--- config.mk ---
export PLATFORM = sky130hd
export DESIGN_NAME = page_buffer_lru_lookup_flat
export DESIGN_NICKNAME = d
export VERILOG_FILES = /design/src/rtl/lbuf_pkg.sv /design/src/rtl/lbuf_if.sv /design/src/rtl/page_buffer_lru_lookup.sv /design/src/rtl/lbuf_store.sv /design/src/rtl/lbuf_match.sv /design/src/rtl/lbuf_ctrl.sv /design/src/flat_wrapper.sv
export SDC_FILE = /design/constraint.sdc
export NUM_CORES = 2
export LEC_CHECK = 0
export BUFFER_PORTS_ARGS = -buffer_cell sky130_fd_sc_hd__buf_2
export CAP_MARGIN = 20
export CORE_AREA = 2 2 417 419
export CTS_BUF_LIST = sky130_fd_sc_hd__clkbuf_4 sky130_fd_sc_hd__clkbuf_8
export DETAILED_ROUTE_END_ITERATION = 16
export DIE_AREA = 0 0 419 421
export GPL_ROUTABILITY_DRIVEN = 1
export MAX_ROUTING_LAYER = met4
export PLACE_DENSITY = 0.61
export SETUP_SLACK_MARGIN = 0.4
export SLEW_MARGIN = 20
export SYNTH_ARGS = -nofsm -noshare
export SYNTH_HDL_FRONTEND = slang
export SYNTH_SLANG_ARGS = --single-unit
--- constraint.sdc ---
create_clock -name clock -period 7.4 [get_ports clock]
set_input_delay 1.85 -clock clock [delete_from_list [all_inputs] [get_ports clock]]
set_output_delay 1.85 -clock clock [all_outputs]
set_load 0.01 [all_outputs]
--- src/rtl/lbuf_pkg.sv ---
// Shared types, widths and codes for the page buffer LRU lookup block.
// No dependencies; every other file in rtl/ imports this package.
package lbuf_pkg;

   // Field widths
   localparam int TABLE_W    = 8;
   localparam int REC_W      = 31;
   localparam int AGE_W      = 32;
   localparam int STATUS_W   = 2;
   localparam int FRAME_W    = 4;
   localparam int CFG_W      = 5;
   localparam int CSR_ADDR_W = 3;
   localparam int CSR_DATA_W = 32;

   // Default frame count
   localparam int NUM_FRAMES_DEF = 16;

   // Register map: index is paddr[2]
   localparam logic REG_FRAMES_IN_USE = 1'b0;
   localparam logic [CFG_W-1:0] FRAMES_IN_USE_RST = 5'd16;

   // Saturation point of the access clock
   localparam logic [AGE_W-1:0] AGE_MAX = '1;

   typedef enum logic [STATUS_W-1:0] {
      STATUS_HIT  = 2'd0,
      STATUS_MISS = 2'd1,
      STATUS_ERR  = 2'd2
   } status_type;

   typedef enum logic [1:0] {
      ST_IDLE,
      ST_SCAN,
      ST_DECIDE
   } state_type;

   // Tag part of a frame
   typedef struct packed {
      logic [TABLE_W-1:0] table_id;
      logic [REC_W-1:0]   first;
      logic [REC_W-1:0]   last;
   } tag_type;

   // One frame as read out of the store
   typedef struct packed {
      logic             valid;
      tag_type          tag;
      logic [AGE_W-1:0] age;
   } entry_type;

   // Lookup key of the request in flight
   typedef struct packed {
      logic [TABLE_W-1:0] table_id;
      logic [REC_W-1:0]   record_id;
   } key_type;

   // Store write command (frame index travels separately)
   typedef struct packed {
      logic             tag_we;
      logic             age_we;
      tag_type          tag;
      logic [AGE_W-1:0] age;
   } wr_cmd_type;

   // Compare unit result
   typedef struct packed {
      logic hit;
      logic older;
   } match_res_type;

endpackage

--- src/rtl/lbuf_if.sv ---
// Valid/ready channel interfaces for request and response beats.
// Depends on lbuf_pkg for field widths.
interface lbuf_req_if;
   import lbuf_pkg::*;
   logic               valid;
   logic               ready;
   logic [TABLE_W-1:0] table_id;
   logic [REC_W-1:0]   record_id;
   logic               page_found;
   logic [REC_W-1:0]   page_first;
   logic [REC_W-1:0]   page_last;

   modport source (output valid, table_id, record_id, page_found, page_first, page_last,
                   input ready);
   modport sink   (input valid, table_id, record_id, page_found, page_first, page_last,
                   output ready);
endinterface

interface lbuf_rsp_if;
   import lbuf_pkg::*;
   logic                valid;
   logic                ready;
   logic [STATUS_W-1:0] status;
   logic [FRAME_W-1:0]  frame;

   modport source (output valid, status, frame, input ready);
   modport sink   (input valid, status, frame, output ready);
endinterface

--- src/rtl/page_buffer_lru_lookup.sv ---
// Page buffer LRU lookup: a fully associative pool of NUM_FRAMES page frames.
// A request beat is checked against every active frame, one frame per cycle
// through a single compare unit fed from the frame memory's registered read
// port; the same pass tracks the least recently used frame. A request goes
// through an accept step, one registered read per active frame, a check of
// each frame as its data returns and an update step, which waits while the
// output register is still full. The block takes one request at a time; a
// finished response waits there, so the next request may be taken meanwhile.
// Status is 0 on hit, 1 on miss with the LRU frame refilled, 2 when the
// record is not in the buffer and no page covering it was supplied.
// frames_in_use (byte address 0) selects how many frames, from frame 0 up,
// take part; 0 acts as 1 and values above NUM_FRAMES act as NUM_FRAMES.
// Write it only while the block is idle. Depends on lbuf_pkg and lbuf_if.
module page_buffer_lru_lookup #(
   parameter int NUM_FRAMES = lbuf_pkg::NUM_FRAMES_DEF
) (
   input  logic                              clock,
   input  logic                              reset,
   lbuf_req_if.sink                          req_if,
   lbuf_rsp_if.source                        rsp_if,
   input  logic                              csr_psel,
   input  logic                              csr_penable,
   input  logic                              csr_pwrite,
   input  logic [lbuf_pkg::CSR_ADDR_W-1:0]   csr_paddr,
   input  logic [lbuf_pkg::CSR_DATA_W-1:0]   csr_pwdata,
   output logic [lbuf_pkg::CSR_DATA_W-1:0]   csr_prdata,
   output logic                              csr_pready
);
   import lbuf_pkg::*;

   localparam int IDX_W = (NUM_FRAMES > 1) ? $clog2(NUM_FRAMES) : 1;
   localparam int CNT_W = $clog2(NUM_FRAMES + 1);

   logic [CFG_W-1:0]  frames_in_use_ff, frames_in_use_in;
   logic [CNT_W-1:0]  active_n;

   logic              rd_en;
   logic [IDX_W-1:0]  rd_addr;
   entry_type         rd_entry;
   key_type           key;
   logic [AGE_W-1:0]  best_age;
   match_res_type     mres;
   wr_cmd_type        wr_cmd;
   logic [IDX_W-1:0]  wr_idx;

   // Register port
   always_comb begin
      frames_in_use_in = frames_in_use_ff;
      if (csr_psel && csr_penable && csr_pwrite && (csr_paddr[2] == REG_FRAMES_IN_USE)) begin
         frames_in_use_in = csr_pwdata[CFG_W-1:0];
      end
      csr_pready = 1'b1;
      if (csr_paddr[2] == REG_FRAMES_IN_USE) begin
         csr_prdata = {{(CSR_DATA_W-CFG_W){1'b0}}, frames_in_use_ff};
      end else begin
         csr_prdata = '0;
      end
   end

   always_ff @(posedge clock) begin
      if (reset) begin
         frames_in_use_ff <= FRAMES_IN_USE_RST;
      end else begin
         frames_in_use_ff <= frames_in_use_in;
      end
   end

   // Clamp frame count to 1..NUM_FRAMES
   always_comb begin
      if (frames_in_use_ff == '0) begin
         active_n = CNT_W'(1);
      end else if (32'(frames_in_use_ff) > 32'(NUM_FRAMES)) begin
         active_n = CNT_W'(NUM_FRAMES);
      end else begin
         active_n = CNT_W'(frames_in_use_ff);
      end
   end

   lbuf_store #(
      .NUM_FRAMES (NUM_FRAMES),
      .IDX_W      (IDX_W)
   ) u_store (
      .clock    (clock),
      .reset    (reset),
      .rd_en    (rd_en),
      .rd_addr  (rd_addr),
      .rd_entry (rd_entry),
      .wr_cmd   (wr_cmd),
      .wr_idx   (wr_idx)
   );

   lbuf_match u_match (
      .key      (key),
      .entry    (rd_entry),
      .best_age (best_age),
      .res      (mres)
   );

   lbuf_ctrl #(
      .IDX_W      (IDX_W),
      .CNT_W      (CNT_W)
   ) u_ctrl (
      .clock    (clock),
      .reset    (reset),
      .req_if   (req_if),
      .rsp_if   (rsp_if),
      .active_n (active_n),
      .rd_en    (rd_en),
      .rd_addr  (rd_addr),
      .rd_entry (rd_entry),
      .key      (key),
      .best_age (best_age),
      .mres     (mres),
      .wr_cmd   (wr_cmd),
      .wr_idx   (wr_idx)
   );

endmodule

--- src/rtl/lbuf_store.sv ---
// Frame store: tag and age memories with registered read, plus per-frame valid flops.
// Depends on lbuf_pkg.
module lbuf_store #(
   parameter int NUM_FRAMES = lbuf_pkg::NUM_FRAMES_DEF,
   parameter int IDX_W      = 4
) (
   input  logic                   clock,
   input  logic                   reset,
   input  logic                   rd_en,
   input  logic [IDX_W-1:0]       rd_addr,
   output lbuf_pkg::entry_type    rd_entry,
   input  lbuf_pkg::wr_cmd_type   wr_cmd,
   input  logic [IDX_W-1:0]       wr_idx
);
   import lbuf_pkg::*;

   tag_type          tag_mem [NUM_FRAMES];
   logic [AGE_W-1:0] age_mem [NUM_FRAMES];
   logic             valid_ff [NUM_FRAMES];

   tag_type          tag_rd_ff;
   logic [AGE_W-1:0] age_rd_ff;
   logic             vld_rd_ff;

   // Memory writes and registered reads
   always_ff @(posedge clock) begin
      if (wr_cmd.tag_we) begin
         tag_mem[wr_idx] <= wr_cmd.tag;
      end
      if (wr_cmd.age_we) begin
         age_mem[wr_idx] <= wr_cmd.age;
      end
      if (rd_en) begin
         tag_rd_ff <= tag_mem[rd_addr];
         age_rd_ff <= age_mem[rd_addr];
      end
   end

   // Valid bits; a refill marks the frame valid
   always_ff @(posedge clock) begin
      if (reset) begin
         for (int i = 0; i < NUM_FRAMES; i++) begin
            valid_ff[i] <= 1'b0;
         end
         vld_rd_ff <= 1'b0;
      end else begin
         if (wr_cmd.tag_we) begin
            valid_ff[wr_idx] <= 1'b1;
         end
         if (rd_en) begin
            vld_rd_ff <= valid_ff[rd_addr];
         end
      end
   end

   // A frame never filled reads with age zero
   always_comb begin
      rd_entry.valid = vld_rd_ff;
      rd_entry.tag   = tag_rd_ff;
      rd_entry.age   = vld_rd_ff ? age_rd_ff : '0;
   end

endmodule

--- src/rtl/lbuf_match.sv ---
// Shared compare unit: checks one frame against the lookup key and the oldest age so far.
// Depends on lbuf_pkg.
module lbuf_match (
   input  lbuf_pkg::key_type       key,
   input  lbuf_pkg::entry_type     entry,
   input  logic [lbuf_pkg::AGE_W-1:0] best_age,
   output lbuf_pkg::match_res_type res
);
   import lbuf_pkg::*;

   // Hit: valid frame of the same table whose range covers the record
   always_comb begin
      res.hit   = entry.valid
                  && (entry.tag.table_id == key.table_id)
                  && (entry.tag.first <= key.record_id)
                  && (entry.tag.last >= key.record_id);
      res.older = entry.age < best_age;
   end

endmodule

--- src/rtl/lbuf_ctrl.sv ---
// Lookup sequencer: scans frames one per cycle through the compare unit, then
// updates the store and registers the response beat. Depends on lbuf_pkg, lbuf_if.
module lbuf_ctrl #(
   parameter int IDX_W      = 4,
   parameter int CNT_W      = 5
) (
   input  logic                   clock,
   input  logic                   reset,
   lbuf_req_if.sink               req_if,
   lbuf_rsp_if.source             rsp_if,
   input  logic [CNT_W-1:0]       active_n,
   output logic                   rd_en,
   output logic [IDX_W-1:0]       rd_addr,
   input  lbuf_pkg::entry_type    rd_entry,
   output lbuf_pkg::key_type      key,
   output logic [lbuf_pkg::AGE_W-1:0] best_age,
   input  lbuf_pkg::match_res_type mres,
   output lbuf_pkg::wr_cmd_type   wr_cmd,
   output logic [IDX_W-1:0]       wr_idx
);
   import lbuf_pkg::*;

   state_type          state_ff, state_in;
   logic [CNT_W-1:0]   iss_ff, iss_in;
   logic               chk_vld_ff, chk_vld_in;
   logic [IDX_W-1:0]   chk_idx_ff, chk_idx_in;
   logic               hit_found_ff, hit_found_in;
   logic [IDX_W-1:0]   hit_idx_ff, hit_idx_in;
   logic [IDX_W-1:0]   best_idx_ff, best_idx_in;
   logic [AGE_W-1:0]   best_age_ff, best_age_in;
   logic [AGE_W-1:0]   clock_ff, clock_in;
   logic               rsp_valid_ff, rsp_valid_in;
   logic [STATUS_W-1:0] rsp_status_ff, rsp_status_in;
   logic [FRAME_W-1:0] rsp_frame_ff, rsp_frame_in;
   logic [TABLE_W-1:0] tbl_ff, tbl_in;
   logic [REC_W-1:0]   rec_ff, rec_in;
   logic [REC_W-1:0]   pf_ff, pf_in;
   logic [REC_W-1:0]   pl_ff, pl_in;
   logic               page_ok_ff, page_ok_in;

   logic               scan_last;
   logic               rsp_free;
   logic               finishing;
   logic               is_miss;
   logic [AGE_W-1:0]   clock_next;

   assign scan_last  = chk_vld_ff && (CNT_W'(chk_idx_ff) == (active_n - CNT_W'(1)));
   assign rsp_free   = !rsp_valid_ff || rsp_if.ready;
   assign finishing  = (state_ff == ST_DECIDE) && rsp_free;
   assign is_miss    = !hit_found_ff && page_ok_ff;
   assign clock_next = (clock_ff == AGE_MAX) ? clock_ff : clock_ff + AGE_W'(1);

   // Next state
   always_comb begin
      state_in = state_ff;
      case (state_ff)
         ST_IDLE: begin
            if (req_if.valid) state_in = ST_SCAN;
         end
         ST_SCAN: begin
            if (scan_last) state_in = ST_DECIDE;
         end
         ST_DECIDE: begin
            if (rsp_free) state_in = ST_IDLE;
         end
         default: state_in = ST_IDLE;
      endcase
   end

   // Outputs to handshake, store and compare unit
   always_comb begin
      req_if.ready  = (state_ff == ST_IDLE);
      rd_en         = (state_ff == ST_SCAN) && (iss_ff < active_n);
      rd_addr       = iss_ff[IDX_W-1:0];
      key.table_id  = tbl_ff;
      key.record_id = rec_ff;
      best_age      = best_age_ff;
      wr_idx        = hit_found_ff ? hit_idx_ff : best_idx_ff;
      wr_cmd.age_we = finishing && (hit_found_ff || is_miss);
      wr_cmd.tag_we = finishing && is_miss;
      wr_cmd.tag.table_id = tbl_ff;
      wr_cmd.tag.first    = pf_ff;
      wr_cmd.tag.last     = pl_ff;
      wr_cmd.age    = clock_next;
      rsp_if.valid  = rsp_valid_ff;
      rsp_if.status = rsp_status_ff;
      rsp_if.frame  = rsp_frame_ff;
   end

   // Datapath next values
   always_comb begin
      iss_in        = iss_ff;
      chk_vld_in    = chk_vld_ff;
      chk_idx_in    = chk_idx_ff;
      hit_found_in  = hit_found_ff;
      hit_idx_in    = hit_idx_ff;
      best_idx_in   = best_idx_ff;
      best_age_in   = best_age_ff;
      clock_in      = clock_ff;
      rsp_valid_in  = rsp_valid_ff && !rsp_if.ready;
      rsp_status_in = rsp_status_ff;
      rsp_frame_in  = rsp_frame_ff;
      tbl_in        = tbl_ff;
      rec_in        = rec_ff;
      pf_in         = pf_ff;
      pl_in         = pl_ff;
      page_ok_in    = page_ok_ff;
      case (state_ff)
         ST_IDLE: begin
            if (req_if.valid) begin
               tbl_in       = req_if.table_id;
               rec_in       = req_if.record_id;
               pf_in        = req_if.page_first;
               pl_in        = req_if.page_last;
               page_ok_in   = req_if.page_found
                              && (req_if.record_id >= req_if.page_first)
                              && (req_if.record_id <= req_if.page_last);
               iss_in       = '0;
               chk_vld_in   = 1'b0;
               hit_found_in = 1'b0;
            end
         end
         ST_SCAN: begin
            // issue next read, check the frame that came back
            if (rd_en) iss_in = iss_ff + CNT_W'(1);
            chk_vld_in = rd_en;
            chk_idx_in = rd_addr;
            if (chk_vld_ff) begin
               if (mres.hit && !hit_found_ff) begin
                  hit_found_in = 1'b1;
                  hit_idx_in   = chk_idx_ff;
               end
               if ((chk_idx_ff == '0) || mres.older) begin
                  best_idx_in = chk_idx_ff;
                  best_age_in = rd_entry.age;
               end
            end
         end
         ST_DECIDE: begin
            if (finishing) begin
               rsp_valid_in = 1'b1;
               if (hit_found_ff) begin
                  clock_in      = clock_next;
                  rsp_status_in = STATUS_HIT;
                  rsp_frame_in  = FRAME_W'(hit_idx_ff);
               end else if (is_miss) begin
                  clock_in      = clock_next;
                  rsp_status_in = STATUS_MISS;
                  rsp_frame_in  = FRAME_W'(best_idx_ff);
               end else begin
                  rsp_status_in = STATUS_ERR;
                  rsp_frame_in  = '0;
               end
            end
         end
         default: begin
            chk_vld_in = 1'b0;
         end
      endcase
   end

   // Control registers
   always_ff @(posedge clock) begin
      if (reset) begin
         state_ff     <= ST_IDLE;
         chk_vld_ff   <= 1'b0;
         hit_found_ff <= 1'b0;
         clock_ff     <= '0;
         rsp_valid_ff <= 1'b0;
      end else begin
         state_ff     <= state_in;
         chk_vld_ff   <= chk_vld_in;
         hit_found_ff <= hit_found_in;
         clock_ff     <= clock_in;
         rsp_valid_ff <= rsp_valid_in;
      end
   end

   // Payload registers
   always_ff @(posedge clock) begin
      iss_ff        <= iss_in;
      chk_idx_ff    <= chk_idx_in;
      hit_idx_ff    <= hit_idx_in;
      best_idx_ff   <= best_idx_in;
      best_age_ff   <= best_age_in;
      rsp_status_ff <= rsp_status_in;
      rsp_frame_ff  <= rsp_frame_in;
      tbl_ff        <= tbl_in;
      rec_ff        <= rec_in;
      pf_ff         <= pf_in;
      pl_ff         <= pl_in;
      page_ok_ff    <= page_ok_in;
   end

endmodule

--- src/flat_wrapper.sv ---
// flat-port wrapper written by rule: the top's interface ports become plain ports
module page_buffer_lru_lookup_flat import lbuf_pkg::*;
#(
   parameter int NUM_FRAMES = lbuf_pkg::NUM_FRAMES_DEF
)
  (clock, reset, csr_psel, csr_penable, csr_pwrite, csr_paddr, csr_pwdata, csr_prdata, csr_pready, req_if_valid, req_if_table_id, req_if_record_id, req_if_page_found, req_if_page_first, req_if_page_last, req_if_ready, rsp_if_valid, rsp_if_status, rsp_if_frame, rsp_if_ready);
  lbuf_req_if req_if_i ();
  lbuf_rsp_if rsp_if_i ();
  input  logic clock;
  input  logic reset;
  input  logic csr_psel;
  input  logic csr_penable;
  input  logic csr_pwrite;
  input  logic [lbuf_pkg::CSR_ADDR_W-1:0] csr_paddr;
  input  logic [lbuf_pkg::CSR_DATA_W-1:0] csr_pwdata;
  output logic [lbuf_pkg::CSR_DATA_W-1:0] csr_prdata;
  output logic csr_pready;
  input wire logic [$bits(req_if_i.valid)-1:0] req_if_valid;
  input wire logic [$bits(req_if_i.table_id)-1:0] req_if_table_id;
  input wire logic [$bits(req_if_i.record_id)-1:0] req_if_record_id;
  input wire logic [$bits(req_if_i.page_found)-1:0] req_if_page_found;
  input wire logic [$bits(req_if_i.page_first)-1:0] req_if_page_first;
  input wire logic [$bits(req_if_i.page_last)-1:0] req_if_page_last;
  output wire logic [$bits(req_if_i.ready)-1:0] req_if_ready;
  output wire logic [$bits(rsp_if_i.valid)-1:0] rsp_if_valid;
  output wire logic [$bits(rsp_if_i.status)-1:0] rsp_if_status;
  output wire logic [$bits(rsp_if_i.frame)-1:0] rsp_if_frame;
  input wire logic [$bits(rsp_if_i.ready)-1:0] rsp_if_ready;
  assign req_if_i.valid = req_if_valid;
  assign req_if_i.table_id = req_if_table_id;
  assign req_if_i.record_id = req_if_record_id;
  assign req_if_i.page_found = req_if_page_found;
  assign req_if_i.page_first = req_if_page_first;
  assign req_if_i.page_last = req_if_page_last;
  assign req_if_ready = req_if_i.ready;
  assign rsp_if_valid = rsp_if_i.valid;
  assign rsp_if_status = rsp_if_i.status;
  assign rsp_if_frame = rsp_if_i.frame;
  assign rsp_if_i.ready = rsp_if_ready;
  page_buffer_lru_lookup #(.NUM_FRAMES(NUM_FRAMES)) u_core (.clock(clock), .reset(reset), .req_if(req_if_i), .rsp_if(rsp_if_i), .csr_psel(csr_psel), .csr_penable(csr_penable), .csr_pwrite(csr_pwrite), .csr_paddr(csr_paddr), .csr_pwdata(csr_pwdata), .csr_prdata(csr_prdata), .csr_pready(csr_pready));
endmodule
==> out/results.ini <==
[cts]
cts_resized=0
cts_buffers=326
post_cts_buffers=0
clock_latency_ps=1010
clk_pin_slew_ps=60
cts_sinks=1950
holdBufCountCts=0
tritoncts=done
htree_levels=5
cts.path.max_buffers=4
clock-root-buffer=clkbuf_8

[setup_path]
max_stage_delay_ps=650
startpoint_type=flip-flop
arrival_ps=5260
crit_path_end_kind=flip-flop
critPathTopFamily=compound AO/OA/AOI/OAI gates
path_buf_inv=2
cp_cell_sequence=buf_4, and2_1, ha_1, a21o_1, a21o_1, a211oi_1, nor3b_1, or4_1, o31ai_4, buf_4
required_ps=8000
cp_slowest_cell=dfxtp_1
critical_path_class=flip-flop to flip-flop
crit_fanout=32

[timing]
tightest_slew_ps=1250
finalSetupTns_ps=0
skew_ps=66.2
rsz0062_at_grt=false
finalCriticalPeriod_ps=4660
period_share_pct=63.0
setup_viol_count_final=0
relSlewSlack_pct=15.5
fmax_ghz=0.214
finalHoldViolations=0
drv_slew=0

[synth]
synth.avg_cell_area_um2=21.2
synth.largest_area_cell=edfxtp_1
synth_area_leaders=edfxtp_1 74%, mux4_2 15%, ha_1 2.6%
synth_edf_count=1891
synth_top_area_share_pct=73.8
async_reset_ff_share_pct=0
ys.flop_type=edfxtp_1
yosys_warnings=0
synth.cell_area_um2=77000
ys_seq_area_share_pct=75.3
synth_cell_type_count=67
postSynthCellCount=3623
ys_seq_elements=1950

[place]
io_buffers=127
place_congestion=0.807
dpl.hpwl_um=97800

[final_layout]
drive_gt1_share_pct=30.1
nNetsFinal=4324
area_growth_pct=13.4

[route]
wire_per_inst_um=27.5
drtAntennaViolNets=0
dr.pass1.iters=5
finalWirelength_um=181000
drt_iter0_drc=3215
drcViolationCount=0
vias=36800
viasPerCell=5.60

[pwr]
p_leak_nw=27.9
pwr-share-clk_pct=38.6
p_per_area_nw_per_um2=269
internal-power_mw=18.2
peakVddDrop_mv=0.197
pwr-share-comb_pct=8.3
seq_power_share_pct=53.2
total_power_mw=23.5
p_switching_mw=5.29
swShare_pct=22.5

[global_route]
antenna_found_initial=7
grt.total_usage_pct=21.2
grt_first_pass_wirelength_um=260000
grt_pass1_vias=38100
grt-ovfl-total=0
grt_max_degree=146

[die]
fp.dieArea_um2=176000
pin_count=185
chipWidth_um=419
initial_core_util_pct=44.6
row_count=153
core_um2=172000
dieHeight_um=421

[run_status]
status=complete, no violations

[min_path]
hp-class=flip-flop to flip-flop

[flow_run]
maxCapViolations=0

metrics by stage:
| stage | hold slack, ps | worst slack [ps] | cells | util, % | cell area, µm² |
|---|---|---|---|---|---|
| finish | 466 | 2740 | 6577 | 50.6 | 87300 |
| global route | 481 | 2460 | 6575 | 50.6 | 87300 |
| CTS | 465 | 2700 | 6572 | 50.5 | 87100 |
| detailed placement | 452 | 2430 | 6014 | 47.0 | 81000 |
| global placement | 442 | 2480 | 6011 | 46.9 | 81000 |
| floorplan | 435 | 1460 | 3649 | - | 77100 |
layer usage:
metal | track usage [%] | vias to the layer above | routed length, µm | share of wire (%)
met4 | 8.69 | 0 | 7020 | 3.9
met1 | 27.2 | 19500 | 74200 | 41
met2 | 33.8 | 1164 | 90500 | 50
met5 | - | - | 0 | 0
met3 | 3.47 | 343 | 9410 | 5.2
li1 | - | 15800 | - | -
logic make-up (layout without fill, tap and decap cells):
family	after synthesis	after routing	synth area share [%]
XOR/XNOR	61	61	0.712
AND/OR/NAND/NOR	402	402	2.68
buffers and inverters	316	915	1.73
multiplexers	523	523	15.2
other	2	32	0.00976
adder cells (fa/ha/maj)	162	162	2.63
flip-flops	1950	1950	75.3
AO/OA/AOI/OAI	207	207	1.76
registers in the layout (all words and copies together), names as in the netlist, 32 cells and up:
signal and count:
u_core.u_store.age_mem 512, u_core.u_store.age_rd_ff 32, u_core.u_store.rd_entry 70, u_core.u_ctrl.clock_ff 32
u_core.u_ctrl.best_age 32, u_core.u_store.tag_mem 1120
path summary, 6_finish.rpt:
kind	cells after the start	startpoint	to	slack, ps
setup / recovery	10	u_core.u_store.vld_rd_ff$_SDFFE_PP0P_	u_core.u_ctrl.best_age[8]$_DFFE_PP_	2740
hold / removal	1	u_core.u_store.valid_ff[1]$_DFF_P_	u_core.u_store.valid_ff[1]$_DFF_P_	470
setup reg to reg	10	u_core.u_store.vld_rd_ff$_SDFFE_PP0P_	u_core.u_ctrl.best_age[8]$_DFFE_PP_	2740
hold reg to reg	1	u_core.u_store.valid_ff[1]$_DFF_P_	u_core.u_store.valid_ff[1]$_DFF_P_	470
cell usage in the layout (no fill, tap or decap), types with 14 or more instances in the layout:
master and count:
mux4_2 515, clkbuf_4 116, nor2_4 32, nand2_1 66, buf_2 127, conb_1 28, inv_1 142, clkbuf_8 341
nand4_1 38, or4_1 14, a21oi_1 69, nor3_1 20, nor2_1 95, and2_1 37, edfxtp_1 1891, nand2b_1 15
clkinv_1 74, xor2_1 25, clkinv_2 18, buf_4 62, a21o_1 21, nand3_1 28, dfxtp_1 59, buf_12 21
o21ai_0 28, xnor2_1 16, ha_1 162
synth_stat cells (all sizes together) (10+ instances only):
master and n:
xnor2 25, nand4 38, o211ai 11, a211oi 12, xor2 35, clkbuf 77
nor2 127, a21oi 69, nor4 12, o31ai 12, a21o 21, and2 38
ha 162, nand2 66, or4 14, nor2b 11, o21a 10, inv 144
nand2b 15, o21ai 30, dfxtp 59, mux4 515, buf 93, nand3 30
nor3 22, edfxtp 1891
power by group through the flow:
stage	Sequential (mW)	Clock [mW]	Combinational [mW]
6_report	12.5	9.06	1.94
5_1_grt	12.5	9.74	2.09
4_1_cts	12.5	9.27	1.98
3_5_place_dp	12.7	0	1.98
3_3_place_gp	12.7	0	1.97
2_1_floorplan	12.6	0	1.43
final cells by class:
type	count	area [µm²]
well taps	2325	2910
inverters	146	558
repair buffers	211	1530
diodes	4	10.0
clock inverters	102	546
clock buffers	456	5560
flip-flops and latches	1950	58000
fillers	13800	85200
multi-input cells	1383	18200
No activity file was read; power rests on OpenSTA's default activity.
